--- config.mk ---
export PLATFORM = sky130hd
export DESIGN_NAME = continued_fraction_approximator_flat
export DESIGN_NICKNAME = d
export VERILOG_FILES = /design/src/rtl/core/cfa_pkg.sv /design/src/rtl/core/cfa_if.sv /design/src/rtl/core/cfa_div.sv /design/src/rtl/core/cfa_mac.sv /design/src/rtl/core/continued_fraction_approximator.sv /design/src/flat_wrapper.sv
export SDC_FILE = /design/constraint.sdc
export NUM_CORES = 1
export LEC_CHECK = 0
export ABC_CLOCK_PERIOD_IN_PS = 8700
export BUFFER_PORTS_ARGS = -buffer_cell sky130_fd_sc_hd__buf_2
export CORE_UTILIZATION = 45
export CTS_BUF_LIST = sky130_fd_sc_hd__clkbuf_4 sky130_fd_sc_hd__clkbuf_8 sky130_fd_sc_hd__clkbuf_16
export DETAILED_ROUTE_END_ITERATION = 10
export PLACE_DENSITY = 0.58
export SETUP_SLACK_MARGIN = 0.3
export SYNTH_ARGS = -nofsm -noshare
export SYNTH_HDL_FRONTEND = slang
export SYNTH_SLANG_ARGS = --single-unit
--- constraint.sdc ---
create_clock -name clock -period 8.7 [get_ports clock]
set_input_delay 1.305 -clock clock [delete_from_list [all_inputs] [get_ports clock]]
set_output_delay 1.305 -clock clock [all_outputs]
set_load 0.01 [all_outputs]
--- src/rtl/core/cfa_pkg.sv ---
`default_nettype none
package cfa_pkg;

   localparam int FRAC_BITS_DEF = 32;
   localparam int MAX_TERMS_DEF = 48;

   localparam int REG_W     = 32;
   localparam int CSR_IDX_W = 1;
   localparam int RSN_W     = 2;

   localparam logic [CSR_IDX_W-1:0] CSR_TOL = 1'b0;
   localparam logic [CSR_IDX_W-1:0] CSR_LIM = 1'b1;

   localparam logic [REG_W-1:0] TOL_RESET = 32'd4295;
   localparam logic [REG_W-1:0] LIM_RESET = 32'd999999;

   localparam logic [RSN_W-1:0] RSN_NEAR  = 2'd0;
   localparam logic [RSN_W-1:0] RSN_EXACT = 2'd1;
   localparam logic [RSN_W-1:0] RSN_TOL   = 2'd2;
   localparam logic [RSN_W-1:0] RSN_LIMIT = 2'd3;

endpackage
`default_nettype wire

--- src/rtl/core/cfa_if.sv ---
`default_nettype none
interface cfa_req_if #(
   parameter int FRAC_BITS = cfa_pkg::FRAC_BITS_DEF
);
   logic                 valid;
   logic                 ready;
   logic [FRAC_BITS:0]   value;

   modport source (output valid, output value, input ready);
   modport sink (input valid, input value, output ready);
endinterface

interface cfa_rsp_if #(
   parameter int FRAC_BITS = cfa_pkg::FRAC_BITS_DEF
);
   logic                       valid;
   logic                       ready;
   logic [FRAC_BITS:0]         numerator;
   logic [FRAC_BITS:0]         denominator;
   logic [cfa_pkg::RSN_W-1:0]  stop_reason;

   modport source (output valid, output numerator, output denominator,
                   output stop_reason, input ready);
   modport sink (input valid, input numerator, input denominator,
                 input stop_reason, output ready);
endinterface
`default_nettype wire

--- src/rtl/core/cfa_div.sv ---
`default_nettype none
module cfa_div #(
   parameter int W = cfa_pkg::FRAC_BITS_DEF + 1
) (
   input  wire logic         clock,
   input  wire logic         reset,
   input  wire logic         start,
   input  wire logic [W-1:0] dividend,
   input  wire logic [W-1:0] divisor,
   output logic              done,
   output logic [W-1:0]      quot,
   output logic [W-1:0]      rem
);
   import cfa_pkg::*;

   localparam int CNT_W = $clog2(W);

   localparam logic [1:0] PH_IDLE  = 2'd0;
   localparam logic [1:0] PH_ALIGN = 2'd1;
   localparam logic [1:0] PH_SUB   = 2'd2;

   logic [1:0]       ph_ff, ph_in;
   logic [W-1:0]     rem_ff, rem_in;
   logic [W:0]       d_ff, d_in;
   logic [W-1:0]     q_ff, q_in;
   logic [CNT_W-1:0] cnt_ff, cnt_in;
   logic             done_ff, done_in;
   logic [W:0]       d_dbl;
   logic [W:0]       rem_ext;

   assign d_dbl   = {d_ff[W-1:0], 1'b0};
   assign rem_ext = {1'b0, rem_ff};

   always_comb begin
      ph_in   = ph_ff;
      rem_in  = rem_ff;
      d_in    = d_ff;
      q_in    = q_ff;
      cnt_in  = cnt_ff;
      done_in = 1'b0;
      case (ph_ff)
         PH_IDLE: begin
            if (start) begin
               rem_in = dividend;
               d_in   = {1'b0, divisor};
               q_in   = '0;
               cnt_in = '0;
               ph_in  = PH_ALIGN;
            end
         end
         // shift the divisor up under the dividend
         PH_ALIGN: begin
            if (d_dbl <= rem_ext) begin
               d_in   = d_dbl;
               cnt_in = cnt_ff + CNT_W'(1);
            end else begin
               ph_in = PH_SUB;
            end
         end
         // one quotient bit per cycle
         PH_SUB: begin
            if (d_ff <= rem_ext) begin
               rem_in = rem_ff - d_ff[W-1:0];
               q_in   = {q_ff[W-2:0], 1'b1};
            end else begin
               q_in = {q_ff[W-2:0], 1'b0};
            end
            d_in = {1'b0, d_ff[W:1]};
            if (cnt_ff == '0) begin
               ph_in   = PH_IDLE;
               done_in = 1'b1;
            end else begin
               cnt_in = cnt_ff - CNT_W'(1);
            end
         end
         default: begin
            ph_in = PH_IDLE;
         end
      endcase
   end

   always_ff @(posedge clock) begin
      if (reset) begin
         ph_ff   <= PH_IDLE;
         done_ff <= 1'b0;
      end else begin
         ph_ff   <= ph_in;
         done_ff <= done_in;
      end
      rem_ff <= rem_in;
      d_ff   <= d_in;
      q_ff   <= q_in;
      cnt_ff <= cnt_in;
   end

   assign done = done_ff;
   assign quot = q_ff;
   assign rem  = rem_ff;

endmodule
`default_nettype wire

--- src/rtl/core/cfa_mac.sv ---
`default_nettype none
module cfa_mac #(
   parameter int W = cfa_pkg::FRAC_BITS_DEF + 1
) (
   input  wire logic         clock,
   input  wire logic         reset,
   input  wire logic         start,
   input  wire logic [W-1:0] term,
   input  wire logic [W-1:0] h_cur,
   input  wire logic [W-1:0] k_cur,
   input  wire logic [W-1:0] h_prev,
   input  wire logic [W-1:0] k_prev,
   output logic              done,
   output logic [W-1:0]      h_next,
   output logic [W-1:0]      k_next
);
   import cfa_pkg::*;

   logic         busy_ff, busy_in;
   logic [W-1:0] b_ff, b_in;
   logic [W-1:0] ah_ff, ah_in;
   logic [W-1:0] ak_ff, ak_in;
   logic [W-1:0] acch_ff, acch_in;
   logic [W-1:0] acck_ff, acck_in;

   assign done = busy_ff && (b_ff == '0);

   always_comb begin
      busy_in = busy_ff;
      b_in    = b_ff;
      ah_in   = ah_ff;
      ak_in   = ak_ff;
      acch_in = acch_ff;
      acck_in = acck_ff;
      if (!busy_ff) begin
         if (start) begin
            busy_in = 1'b1;
            b_in    = term;
            ah_in   = h_cur;
            ak_in   = k_cur;
            acch_in = h_prev;
            acck_in = k_prev;
         end
      end else if (b_ff == '0) begin
         busy_in = 1'b0;
      end else begin
         // term bits go out lsb first, both lanes share them
         if (b_ff[0]) begin
            acch_in = acch_ff + ah_ff;
            acck_in = acck_ff + ak_ff;
         end
         ah_in = {ah_ff[W-2:0], 1'b0};
         ak_in = {ak_ff[W-2:0], 1'b0};
         b_in  = {1'b0, b_ff[W-1:1]};
      end
   end

   always_ff @(posedge clock) begin
      if (reset) begin
         busy_ff <= 1'b0;
      end else begin
         busy_ff <= busy_in;
      end
      b_ff    <= b_in;
      ah_ff   <= ah_in;
      ak_ff   <= ak_in;
      acch_ff <= acch_in;
      acck_ff <= acck_in;
   end

   assign h_next = acch_ff;
   assign k_next = acck_ff;

endmodule
`default_nettype wire

--- src/rtl/core/continued_fraction_approximator.sv ---
`default_nettype none
// channel   dir  handshake                    payload
// req_chan  in   valid/ready                  value
// rsp_chan  out  valid/ready                  numerator, denominator, stop_reason
// csr_*     in   csr_we, write only           csr_index, csr_wdata
//
// an item below the tolerance, or at one with a nonzero tolerance, skips the loop; else each
// term b runs a shift-subtract division, a serial multiply-add and a tolerance division of
// the remainder by the denominator, which dominates while the denominator is small
// reset is synchronous, with no clearing pass
// a finished item waits in the output register while the next item is taken
module continued_fraction_approximator #(
   parameter int FRAC_BITS = cfa_pkg::FRAC_BITS_DEF,
   parameter int MAX_TERMS = cfa_pkg::MAX_TERMS_DEF
) (
   input  wire logic                          clock,
   input  wire logic                          reset,
   cfa_req_if.sink                            req_chan,
   cfa_rsp_if.source                          rsp_chan,
   input  wire logic                          csr_we,
   input  wire logic [cfa_pkg::CSR_IDX_W-1:0] csr_index,
   input  wire logic [cfa_pkg::REG_W-1:0]     csr_wdata
);
   import cfa_pkg::*;

   localparam int W  = FRAC_BITS + 1;
   localparam int CW = (W > REG_W) ? W : REG_W;
   localparam int IW = $clog2(MAX_TERMS + 1);
   localparam logic [W-1:0] ONE = {1'b1, {FRAC_BITS{1'b0}}};

   localparam logic [2:0] ST_IDLE = 3'd0;
   localparam logic [2:0] ST_LOOP = 3'd1;
   localparam logic [2:0] ST_DIV1 = 3'd2;
   localparam logic [2:0] ST_MAC  = 3'd3;
   localparam logic [2:0] ST_DIV2 = 3'd4;
   localparam logic [2:0] ST_FIN  = 3'd5;

   logic [2:0]       state_ff, state_in;
   logic [REG_W-1:0] tol_ff, tol_in;
   logic [REG_W-1:0] lim_ff, lim_in;
   logic [W-1:0]     s_ff, s_in;
   logic [W-1:0]     r_ff, r_in;
   logic [W-1:0]     hp_ff, hp_in;
   logic [W-1:0]     kp_ff, kp_in;
   logic [W-1:0]     h_ff, h_in;
   logic [W-1:0]     k_ff, k_in;
   logic [IW-1:0]    iter_ff, iter_in;
   logic [RSN_W-1:0] rsn_ff, rsn_in;
   logic             ovld_ff, ovld_in;
   logic [W-1:0]     onum_ff, onum_in;
   logic [W-1:0]     oden_ff, oden_in;
   logic [RSN_W-1:0] orsn_ff, orsn_in;

   logic [W-1:0]  v_clamp;
   logic [CW-1:0] tol_ext;
   logic          div_start;
   logic [W-1:0]  div_a;
   logic [W-1:0]  div_b;
   logic          div_done;
   logic [W-1:0]  div_q;
   logic [W-1:0]  div_r;
   logic          mac_start;
   logic          mac_done;
   logic [W-1:0]  mac_h;
   logic [W-1:0]  mac_k;
   logic          over_limit;
   logic          close;

   assign v_clamp    = (req_chan.value > ONE) ? ONE : req_chan.value;
   assign tol_ext    = CW'(tol_ff);
   assign over_limit = CW'(div_q) > CW'(lim_ff);
   assign close      = (CW'(div_q) < tol_ext) || ((CW'(div_q) == tol_ext) && (div_r == '0));

   assign div_start = ((state_ff == ST_LOOP) && (iter_ff != IW'(MAX_TERMS)) && (r_ff != '0))
                   || ((state_ff == ST_MAC) && mac_done && (r_ff != '0));
   assign div_a     = (state_ff == ST_LOOP) ? s_ff : r_ff;
   assign div_b     = (state_ff == ST_LOOP) ? r_ff : mac_k;
   assign mac_start = (state_ff == ST_DIV1) && div_done && !over_limit;

   cfa_div #(.W(W)) u_div (
      .clock    (clock),
      .reset    (reset),
      .start    (div_start),
      .dividend (div_a),
      .divisor  (div_b),
      .done     (div_done),
      .quot     (div_q),
      .rem      (div_r)
   );

   cfa_mac #(.W(W)) u_mac (
      .clock  (clock),
      .reset  (reset),
      .start  (mac_start),
      .term   (div_q),
      .h_cur  (h_ff),
      .k_cur  (k_ff),
      .h_prev (hp_ff),
      .k_prev (kp_ff),
      .done   (mac_done),
      .h_next (mac_h),
      .k_next (mac_k)
   );

   always_comb begin
      state_in = state_ff;
      tol_in   = tol_ff;
      lim_in   = lim_ff;
      s_in     = s_ff;
      r_in     = r_ff;
      hp_in    = hp_ff;
      kp_in    = kp_ff;
      h_in     = h_ff;
      k_in     = k_ff;
      iter_in  = iter_ff;
      rsn_in   = rsn_ff;
      ovld_in  = ovld_ff;
      onum_in  = onum_ff;
      oden_in  = oden_ff;
      orsn_in  = orsn_ff;

      if (csr_we) begin
         case (csr_index)
            CSR_TOL: tol_in = csr_wdata;
            CSR_LIM: lim_in = csr_wdata;
            default: begin
            end
         endcase
      end

      if (ovld_ff && rsp_chan.ready) begin
         ovld_in = 1'b0;
      end

      case (state_ff)
         ST_IDLE: begin
            if (req_chan.valid) begin
               if (CW'(v_clamp) < tol_ext) begin
                  h_in     = '0;
                  k_in     = W'(1);
                  rsn_in   = RSN_NEAR;
                  state_in = ST_FIN;
               end else if ((v_clamp == ONE) && (tol_ff != '0)) begin
                  h_in     = W'(1);
                  k_in     = W'(1);
                  rsn_in   = RSN_NEAR;
                  state_in = ST_FIN;
               end else begin
                  s_in     = ONE;
                  r_in     = v_clamp;
                  hp_in    = W'(1);
                  kp_in    = '0;
                  h_in     = '0;
                  k_in     = W'(1);
                  iter_in  = '0;
                  rsn_in   = RSN_LIMIT;
                  state_in = ST_LOOP;
               end
            end
         end
         ST_LOOP: begin
            if (iter_ff == IW'(MAX_TERMS)) begin
               rsn_in   = RSN_LIMIT;
               state_in = ST_FIN;
            end else if (r_ff == '0) begin
               rsn_in   = RSN_EXACT;
               state_in = ST_FIN;
            end else begin
               state_in = ST_DIV1;
            end
         end
         ST_DIV1: begin
            if (div_done) begin
               if (over_limit) begin
                  rsn_in   = RSN_LIMIT;
                  state_in = ST_FIN;
               end else begin
                  s_in     = r_ff;
                  r_in     = div_r;
                  state_in = ST_MAC;
               end
            end
         end
         ST_MAC: begin
            if (mac_done) begin
               hp_in   = h_ff;
               kp_in   = k_ff;
               h_in    = mac_h;
               k_in    = mac_k;
               iter_in = iter_ff + IW'(1);
               if (r_ff == '0) begin
                  rsn_in   = RSN_EXACT;
                  state_in = ST_FIN;
               end else begin
                  state_in = ST_DIV2;
               end
            end
         end
         // remainder over denominator against the tolerance
         ST_DIV2: begin
            if (div_done) begin
               if (close) begin
                  rsn_in   = RSN_TOL;
                  state_in = ST_FIN;
               end else begin
                  rsn_in   = RSN_LIMIT;
                  state_in = ST_LOOP;
               end
            end
         end
         ST_FIN: begin
            if (!ovld_ff || rsp_chan.ready) begin
               ovld_in  = 1'b1;
               onum_in  = h_ff;
               oden_in  = k_ff;
               orsn_in  = rsn_ff;
               state_in = ST_IDLE;
            end
         end
         default: begin
            state_in = ST_IDLE;
         end
      endcase
   end

   always_ff @(posedge clock) begin
      if (reset) begin
         state_ff <= ST_IDLE;
         tol_ff   <= TOL_RESET;
         lim_ff   <= LIM_RESET;
         ovld_ff  <= 1'b0;
      end else begin
         state_ff <= state_in;
         tol_ff   <= tol_in;
         lim_ff   <= lim_in;
         ovld_ff  <= ovld_in;
      end
      s_ff    <= s_in;
      r_ff    <= r_in;
      hp_ff   <= hp_in;
      kp_ff   <= kp_in;
      h_ff    <= h_in;
      k_ff    <= k_in;
      iter_ff <= iter_in;
      rsn_ff  <= rsn_in;
      onum_ff <= onum_in;
      oden_ff <= oden_in;
      orsn_ff <= orsn_in;
   end

   assign req_chan.ready       = (state_ff == ST_IDLE);
   assign rsp_chan.valid       = ovld_ff;
   assign rsp_chan.numerator   = onum_ff;
   assign rsp_chan.denominator = oden_ff;
   assign rsp_chan.stop_reason = orsn_ff;

   a_out_fraction: assert property (@(posedge clock) disable iff (reset)
      ovld_ff |-> ((oden_ff != '0) && (onum_ff <= oden_ff)))
      else $error("result fraction out of range");

   a_div_done_state: assert property (@(posedge clock) disable iff (reset)
      div_done |-> ((state_ff == ST_DIV1) || (state_ff == ST_DIV2)))
      else $error("divider finished outside a division state");

   a_mac_done_state: assert property (@(posedge clock) disable iff (reset)
      mac_done |-> (state_ff == ST_MAC))
      else $error("multiply-add finished outside its state");

   a_div2_divisor: assert property (@(posedge clock) disable iff (reset)
      ((state_ff == ST_MAC) && mac_done && (r_ff != '0)) |-> (mac_k != '0))
      else $error("tolerance division by zero denominator");

endmodule
`default_nettype wire

--- src/flat_wrapper.sv ---
// flat-port wrapper written by rule: the top's interface ports become plain ports
module continued_fraction_approximator_flat import cfa_pkg::*;
#(
   parameter int FRAC_BITS = cfa_pkg::FRAC_BITS_DEF,
   parameter int MAX_TERMS = cfa_pkg::MAX_TERMS_DEF
)
  (clock, reset, csr_we, csr_index, csr_wdata, req_chan_valid, req_chan_value, req_chan_ready, rsp_chan_valid, rsp_chan_numerator, rsp_chan_denominator, rsp_chan_stop_reason, rsp_chan_ready);
  cfa_req_if #(.FRAC_BITS(FRAC_BITS)) req_chan_i ();
  cfa_rsp_if #(.FRAC_BITS(FRAC_BITS)) rsp_chan_i ();
  input  wire logic clock;
  input  wire logic reset;
  input  wire logic csr_we;
  input  wire logic [cfa_pkg::CSR_IDX_W-1:0] csr_index;
  input  wire logic [cfa_pkg::REG_W-1:0] csr_wdata;
  input wire logic [$bits(req_chan_i.valid)-1:0] req_chan_valid;
  input wire logic [$bits(req_chan_i.value)-1:0] req_chan_value;
  output wire logic [$bits(req_chan_i.ready)-1:0] req_chan_ready;
  output wire logic [$bits(rsp_chan_i.valid)-1:0] rsp_chan_valid;
  output wire logic [$bits(rsp_chan_i.numerator)-1:0] rsp_chan_numerator;
  output wire logic [$bits(rsp_chan_i.denominator)-1:0] rsp_chan_denominator;
  output wire logic [$bits(rsp_chan_i.stop_reason)-1:0] rsp_chan_stop_reason;
  input wire logic [$bits(rsp_chan_i.ready)-1:0] rsp_chan_ready;
  assign req_chan_i.valid = req_chan_valid;
  assign req_chan_i.value = req_chan_value;
  assign req_chan_ready = req_chan_i.ready;
  assign rsp_chan_valid = rsp_chan_i.valid;
  assign rsp_chan_numerator = rsp_chan_i.numerator;
  assign rsp_chan_denominator = rsp_chan_i.denominator;
  assign rsp_chan_stop_reason = rsp_chan_i.stop_reason;
  assign rsp_chan_i.ready = rsp_chan_ready;
  continued_fraction_approximator #(.FRAC_BITS(FRAC_BITS), .MAX_TERMS(MAX_TERMS)) u_core (.clock(clock), .reset(reset), .req_chan(req_chan_i), .rsp_chan(rsp_chan_i), .csr_we(csr_we), .csr_index(csr_index), .csr_wdata(csr_wdata));
endmodule
# After elaboration in Yosys (flattened, before gate mapping)
# Cells that the tools add are included.
word_totals:
  word_cells: 217
  reg_bits: 617
  output_inout_bits: 70
  inputBits: 71
classes:
  order_cmp: 6
  n_reduce_logical: 45
  n_addsub: 6
  n_bitwise: 2
  eq_ne: 28
  muxes: 103
op_table:
  columns: ["op", "n"]
  rows:
  - ["$mux 33", 46]
  - ["$pmux 33 s2", 8]
  - ["$pmux 34 s3", 1]
  - ["$logic_not 33->1", 3]
  - ["$le 34x33->1", 2]
  - ["$mux 34", 2]
  - ["$add 33x33->33", 2]
  - ["$lt 33x32->1", 2]
  - ["$mux 6", 7]
  - ["$eq 33x32->1", 1]
  - ["$eq 33x33->1 const B", 1]
  - ["$gt 33x32->1", 1]
  - ["$gt 33x33->1 const B", 1]
  - ["$mux 3", 11]
  - ["$reduce_bool 33->1", 1]
  - ["$sub 33x33->33", 1]
  - ["$reduce_bool 32->1", 1]
  - ["$mux 2", 12]
  - ["$ne 2x2->1 const B", 12]
  - ["$pmux 3 s6", 1]
  - ["$pmux 6 s3", 1]
  - ["$reduce_and 3->1", 5]
  - ["$add 6x1->6 const B", 2]
  - ["$pmux 6 s2", 1]
  - ["other kinds (27)", 65]

# Logic depth before layout (Yosys ltp)
depth:
  ltp_word: 8
  depth_mapped: 14
  mapped_depth_nobuf: 13

# Modules after synthesis
# From an unflattened synthesis, not the netlist that was laid out.
hier_totals:
  hier_cells: 3065
  hier_area_um2: 34994.8
modules_own_cells:
  columns: ["mod", "cells_each", "n_inst", "seq_area_each_um2", "area_each_um2"]
  rows:
  - ["continued_fraction_approximator", 1351, 1, 9589.2, 16236.8]
  - ["cfa_mac", 832, 1, 4974.8, 10232.3]
  - ["cfa_div", 882, 1, 3243.1, 8525.7]

# Worst setup path after synthesis
# No wires, ideal clock.
synth_timing:
  kind: "input -> register"
  startpoint: "input port req_chan_value[25]"
  endpoint: "register u_core.hp_ff[0], enable pin"
  t_required_ns: 8.164
  slack_ns: 0.870
  t_arrival_ns: 7.294
  path_stages: 13
  cell_sequence: "nor4_1 -> nand4_1 -> o21ai_2 -> clkbuf_1 -> and2_1 -> ha_1 -> nand3_1 -> nor2_1 -> nand2_1 -> nor4_1 -> or4b_4 -> a31oi_1 -> a2bb2oi_1"
synth_via:
  elab_chain_len: 6
  word_cells_on_any_way: 8
  classes_between: "2 x order compare; 3 x eq/ne; 1 x mux; 2 x reduce/logical"
synth_rtl:
  columns: ["element", "line_no", "rtl"]
  rows:
  - ["from (decl)", "flat_wrapper.sv:16", "input wire logic [$bits(req_chan_i.value)-1:0] req_chan_value;"]
  - ["$gt 33x33->1", "continued_fraction_approximator.sv:69", "assign v_clamp = (req_chan.value > ONE) ? ONE : req_chan.value;"]
  - ["$mux 33 (*)", "continued_fraction_approximator.sv:69", null]
  - ["parallel branches: the longest is 3 deep, another holds $lt 33x32->1", null, null]
  - ["$reduce_and 5->1 (no source line) (*)", null, null]
  - ["to (signal assigned)", "continued_fraction_approximator.sv:240", "hp_ff <= hp_in;"]
  - ["to (decl)", "continued_fraction_approximator.sv:43", "logic [W-1:0] hp_ff, hp_in;"]
# Mark *: on every way between the ends.
# A chain may end at the register's enable or synchronous reset.

# Final worst setup path
layout_timing:
  startpoint: "input port req_chan_value[8]"
  endpoint: "register u_core.kp_ff[20], enable pin"
layout_via:
  elab_chain_len: 6
  word_cells_on_any_way: 8
  classes_between: "2 x order compare; 3 x eq/ne; 1 x mux; 2 x reduce/logical"
layout_rtl:
  columns: ["element", "line_no", "rtl"]
  rows:
  - ["$gt 33x33->1", "continued_fraction_approximator.sv:69", null]
  - ["$mux 33 (*)", "continued_fraction_approximator.sv:69", null]
  - ["parallel branches: the longest is 3 deep, another holds $lt 33x32->1", null, null]
  - ["$reduce_and 5->1 (no source line) (*)", null, null]
  - ["to (signal assigned)", "continued_fraction_approximator.sv:241", "kp_ff <= kp_in;"]
  - ["to (decl)", "continued_fraction_approximator.sv:44", "logic [W-1:0] kp_ff, kp_in;"]
# Marked as above.

==> flow_results.xml <==
<?xml version="1.0" encoding="UTF-8"?>
<metrics>
  <group name="cts">
    <metric name="cts_max_path_buffers" unit="">3</metric>
    <metric name="clkSinkCount" unit="">617</metric>
    <metric name="cts.htree.levels" unit="">3</metric>
    <metric name="clock_latency_on_the_worst_skew_pair" unit="ns">0.62</metric>
    <metric name="cts_root_buf" unit="">sky130_fd_sc_hd__clkbuf_16</metric>
    <metric name="cts_resized" unit="">0</metric>
    <metric name="path_clk_slew" unit="ns">0.06</metric>
    <metric name="postCtsSetupRepairBufs" unit="">0</metric>
    <metric name="cts_tree" unit="">done</metric>
    <metric name="cts_hold_buffers_added" unit="">0</metric>
    <metric name="clock_buffer_count_from_cts" unit="">72</metric>
  </group>
  <group name="sta">
    <metric name="fmaxAchievable" unit="GHz">0.170</metric>
    <metric name="layout_min_cycle_time" unit="ns">5.87</metric>
    <metric name="timing.final.crit_share" unit="">0.675</metric>
    <metric name="finalHoldViolCount" unit="">0</metric>
    <metric name="tightestPinTransition" unit="ns">1.14</metric>
    <metric name="total_of_endpoints_with_negative_setup_slack_in_the_final_report" unit="">0</metric>
    <metric name="unrepaired_setup_endpoints_after_global_routing" unit="">no</metric>
    <metric name="maxSlewViolCount" unit="">0</metric>
    <metric name="maxSlewHeadroom" unit="">0.240</metric>
    <metric name="final.setup_skew" unit="ns">0.0355</metric>
    <metric name="finalSetupTns" unit="ns">0</metric>
  </group>
  <group name="logic_synthesis">
    <metric name="post_synth_instance_area" unit="um2">34400</metric>
    <metric name="number_of_flops_mapped_to_enable_cells_by_yosys" unit="">545</metric>
    <metric name="synth-warning-count" unit="">0</metric>
    <metric name="syn_nets" unit="">3446</metric>
    <metric name="post_synth_inst_count" unit="">3104</metric>
    <metric name="synthTopCellsByCount" unit="">sky130_fd_sc_hd__edfxtp_1 (545), sky130_fd_sc_hd__nand2_1 (278), sky130_fd_sc_hd__ha_1 (267), sky130_fd_sc_hd__a21oi_1 (199), sky130_fd_sc_hd__inv_1 (187)</metric>
    <metric name="synth_largest_area_cell" unit="">sky130_fd_sc_hd__edfxtp_1</metric>
    <metric name="synthFlopType" unit="">sky130_fd_sc_hd__edfxtp_1</metric>
    <metric name="post_synth_num_cell_types" unit="">86</metric>
    <metric name="avgSynthCellArea" unit="um2">11.1</metric>
    <metric name="yosysSeqAreaShare" unit="">0.517</metric>
    <metric name="async_set_or_reset_register_ratio_after_synthesis" unit="">0</metric>
    <metric name="synth.ff_latch_count" unit="">617</metric>
    <metric name="netlist_top_cells_area" unit="">sky130_fd_sc_hd__edfxtp_1 (48%), sky130_fd_sc_hd__ha_1 (9.7%), sky130_fd_sc_hd__mux2_2 (4.5%)</metric>
    <metric name="synth.most_common_cell" unit="">sky130_fd_sc_hd__edfxtp_1</metric>
    <metric name="synthDominantCellAreaShare" unit="">0.475</metric>
  </group>
  <group name="critical_path">
    <metric name="cp_data_arrival_time" unit="ns">6.15</metric>
    <metric name="timing.critical_path.cells" unit="">buf_2, nor4_1, nand4_1, o21ai_2, and2_1, ha_1, nand3_1, nor2_1, nand2_1, nor4_1, or4b_4, a31oi_1, a2bb2oi_4, buf_4</metric>
    <metric name="crit_family" unit="">simple AND/OR/NAND/NOR gates</metric>
    <metric name="end_kind" unit="">register</metric>
    <metric name="worstPathBufferInverterCount" unit="">2</metric>
    <metric name="worstPathMaxFanout" unit="">33</metric>
    <metric name="worst_setup_path_start_kind" unit="">primary input</metric>
    <metric name="worst_path_most_repeated_cell" unit="">sky130_fd_sc_hd__nor4_1</metric>
    <metric name="critical_path_data_required_time" unit="ns">8.98</metric>
    <metric name="cpPeakStageDelay" unit="ns">0.87</metric>
    <metric name="slowest_cell_on_the_critical_path" unit="">sky130_fd_sc_hd__a2bb2oi_4</metric>
    <metric name="criticalPathCategory" unit="">primary input to register</metric>
  </group>
  <group name="flow_run">
    <metric name="cap_violations" unit="">0</metric>
  </group>
  <group name="layout">
    <metric name="area.growth.synth_to_final" unit="%">11.9</metric>
    <metric name="ff_latch_area" unit="um2">17800</metric>
    <metric name="final_nets" unit="">3545</metric>
    <metric name="largest_register_ffs" unit="">34</metric>
    <metric name="multi_input_gate_area_in_the_final_layout" unit="um2">15500</metric>
    <metric name="layoutNonFillerInstCount" unit="">4239</metric>
    <metric name="post-route-cell-area" unit="um2">38500</metric>
    <metric name="registers.top_by_ff_count" unit="">u_core.u_div.d_ff</metric>
    <metric name="utilization" unit="">0.508</metric>
    <metric name="n_fill_cell" unit="">6791</metric>
    <metric name="drive_above_1_share" unit="">0.142</metric>
  </group>
  <group name="power_and_ir_drop">
    <metric name="p_leak" unit="nW">15.1</metric>
    <metric name="ir_worst_vdd" unit="mV">0.174</metric>
    <metric name="power_density" unit="nW/um2">323</metric>
  </group>
  <group name="routing">
    <metric name="detail_route.iter0.violations" unit="">1882</metric>
    <metric name="avgRoutedWirePerCell" unit="um">22.4</metric>
    <metric name="drcViolationCount" unit="">0</metric>
    <metric name="drtPass1Iterations" unit="">5</metric>
    <metric name="via_per_inst" unit="">5.86</metric>
    <metric name="route.vias.total" unit="">24800</metric>
    <metric name="wirelength" unit="um">95100</metric>
    <metric name="route.antenna.remaining_nets" unit="">0</metric>
  </group>
  <group name="placement">
    <metric name="place.detailed.instances" unit="">4107</metric>
    <metric name="detailedPlacementHpwl" unit="um">65800</metric>
    <metric name="postPlaceCellArea" unit="um2">36100</metric>
    <metric name="placement.io_buffers" unit="">140</metric>
    <metric name="gp_congestion" unit="">0.934</metric>
  </group>
  <group name="global_routing">
    <metric name="grtUsageTotal" unit="">0.244</metric>
    <metric name="antenna_found_initial" unit="">4</metric>
    <metric name="grt_max_degree" unit="">88</metric>
    <metric name="grt_first_pass_wirelength" unit="um">148000</metric>
    <metric name="grt.overflow.total" unit="">0</metric>
    <metric name="first_global_vias" unit="">24900</metric>
  </group>
  <group name="run_status">
    <metric name="status" unit="">complete, no violations</metric>
  </group>
  <group name="die">
    <metric name="floorplan.rows" unit="">101</metric>
    <metric name="floorplan.die.width" unit="um">279</metric>
    <metric name="chipHeight" unit="um">279</metric>
    <metric name="initial_utilization" unit="">0.454</metric>
    <metric name="core-area" unit="um2">75800</metric>
    <metric name="die-area" unit="um2">77600</metric>
    <metric name="design.portCount" unit="">141</metric>
  </group>
  <group name="hold_path">
    <metric name="min-delay-path-class" unit="">register to register</metric>
  </group>
</metrics>
worst register-to-register path, stage by stage (launching register included):
cell	delay (ns)
sky130_fd_sc_hd__dfxtp_1	0.70
sky130_fd_sc_hd__and2b_4	0.63
sky130_fd_sc_hd__nand2_2	0.28
sky130_fd_sc_hd__nor4_1	0.40
sky130_fd_sc_hd__buf_4	0.21
sky130_fd_sc_hd__or2_1	0.10
sky130_fd_sc_hd__a21bo_2	0.14
sky130_fd_sc_hd__o21a_1	0.11
sky130_fd_sc_hd__buf_4	0.47
sky130_fd_sc_hd__and3_1	0.81
sky130_fd_sc_hd__buf_4	0.47
layout by cell type (no fill, tap or decap), types with 96 or more instances in the layout:
master and n:
sky130_fd_sc_hd__and3_1 141, sky130_fd_sc_hd__edfxtp_1 545, sky130_fd_sc_hd__inv_1 187, sky130_fd_sc_hd__ha_1 264, sky130_fd_sc_hd__buf_2 140, sky130_fd_sc_hd__a21oi_1 198, sky130_fd_sc_hd__nor2_1 96, sky130_fd_sc_hd__mux2_2 137
sky130_fd_sc_hd__o21ai_0 139, sky130_fd_sc_hd__and2_1 102, sky130_fd_sc_hd__nand2_1 277
final timing paths:
path,start,cells past startpoint,end,slack (ns)
min,u_core.lim_ff[7],2,u_core.lim_ff[7],0.45
min reg2reg,u_core.lim_ff[7],2,u_core.lim_ff[7],0.45
max,req_chan_value[8],14,u_core.kp_ff[20],2.83
max reg2reg,u_core.state_ff[0],10,u_core.u_div.rem[25],4.02
final cells by class:
type	instances	share of cell area
Multi-Input combinational cell	2157	0.402
Inverter	188	0.0183
Sequential cell	617	0.462
Antenna cell	1	0.0000649
Clock inverter	48	0.0124
Timing Repair Buffer	167	0.0234
Clock buffer	83	0.0500
Tap cell	978	0.0318
cells by family (layout without fill, tap and decap cells):
| family | Yosys count | count (layout) | synth area share |
|---|---|---|---|
| other | 0 | 1 | 0 |
| AOI/OAI and AO/OA | 719 | 719 | 0.135 |
| and+or+nand+nor | 932 | 932 | 0.142 |
| adders and majority gates | 271 | 271 | 0.0993 |
| xor gates and xnor gates | 73 | 73 | 0.0186 |
| buffers and inverters | 330 | 486 | 0.0362 |
| DFF | 617 | 617 | 0.517 |
| muxes | 162 | 162 | 0.0521 |
metal layers:
layer  vias up  GRT usage  share of wire
met1     12300      0.349           0.48
met5         -          0        0.00012
li1      11800          -              -
met2       626      0.383           0.45
met3       127     0.0356          0.050
met4         2     0.0721          0.025
through the flow:
stage,hold slack [ns],setup slack (ns),total power [W]
final,0.453,2.83,0.0125
after global routing,0.473,2.46,0.0132
after CTS,0.455,2.84,0.0125
after detailed placement,0.447,2.23,0.00935
after global placement,0.442,2.34,0.00924
after floorplan,0.427,0.870,0.00790
report_power, final:
group	switching (W)	internal, W
Clock	0.00128	0.00181
Sequential	0.000646	0.00429
Combinational	0.00275	0.00168
Total	0.00468	0.00777
Power figures use the tool's default switching activity.
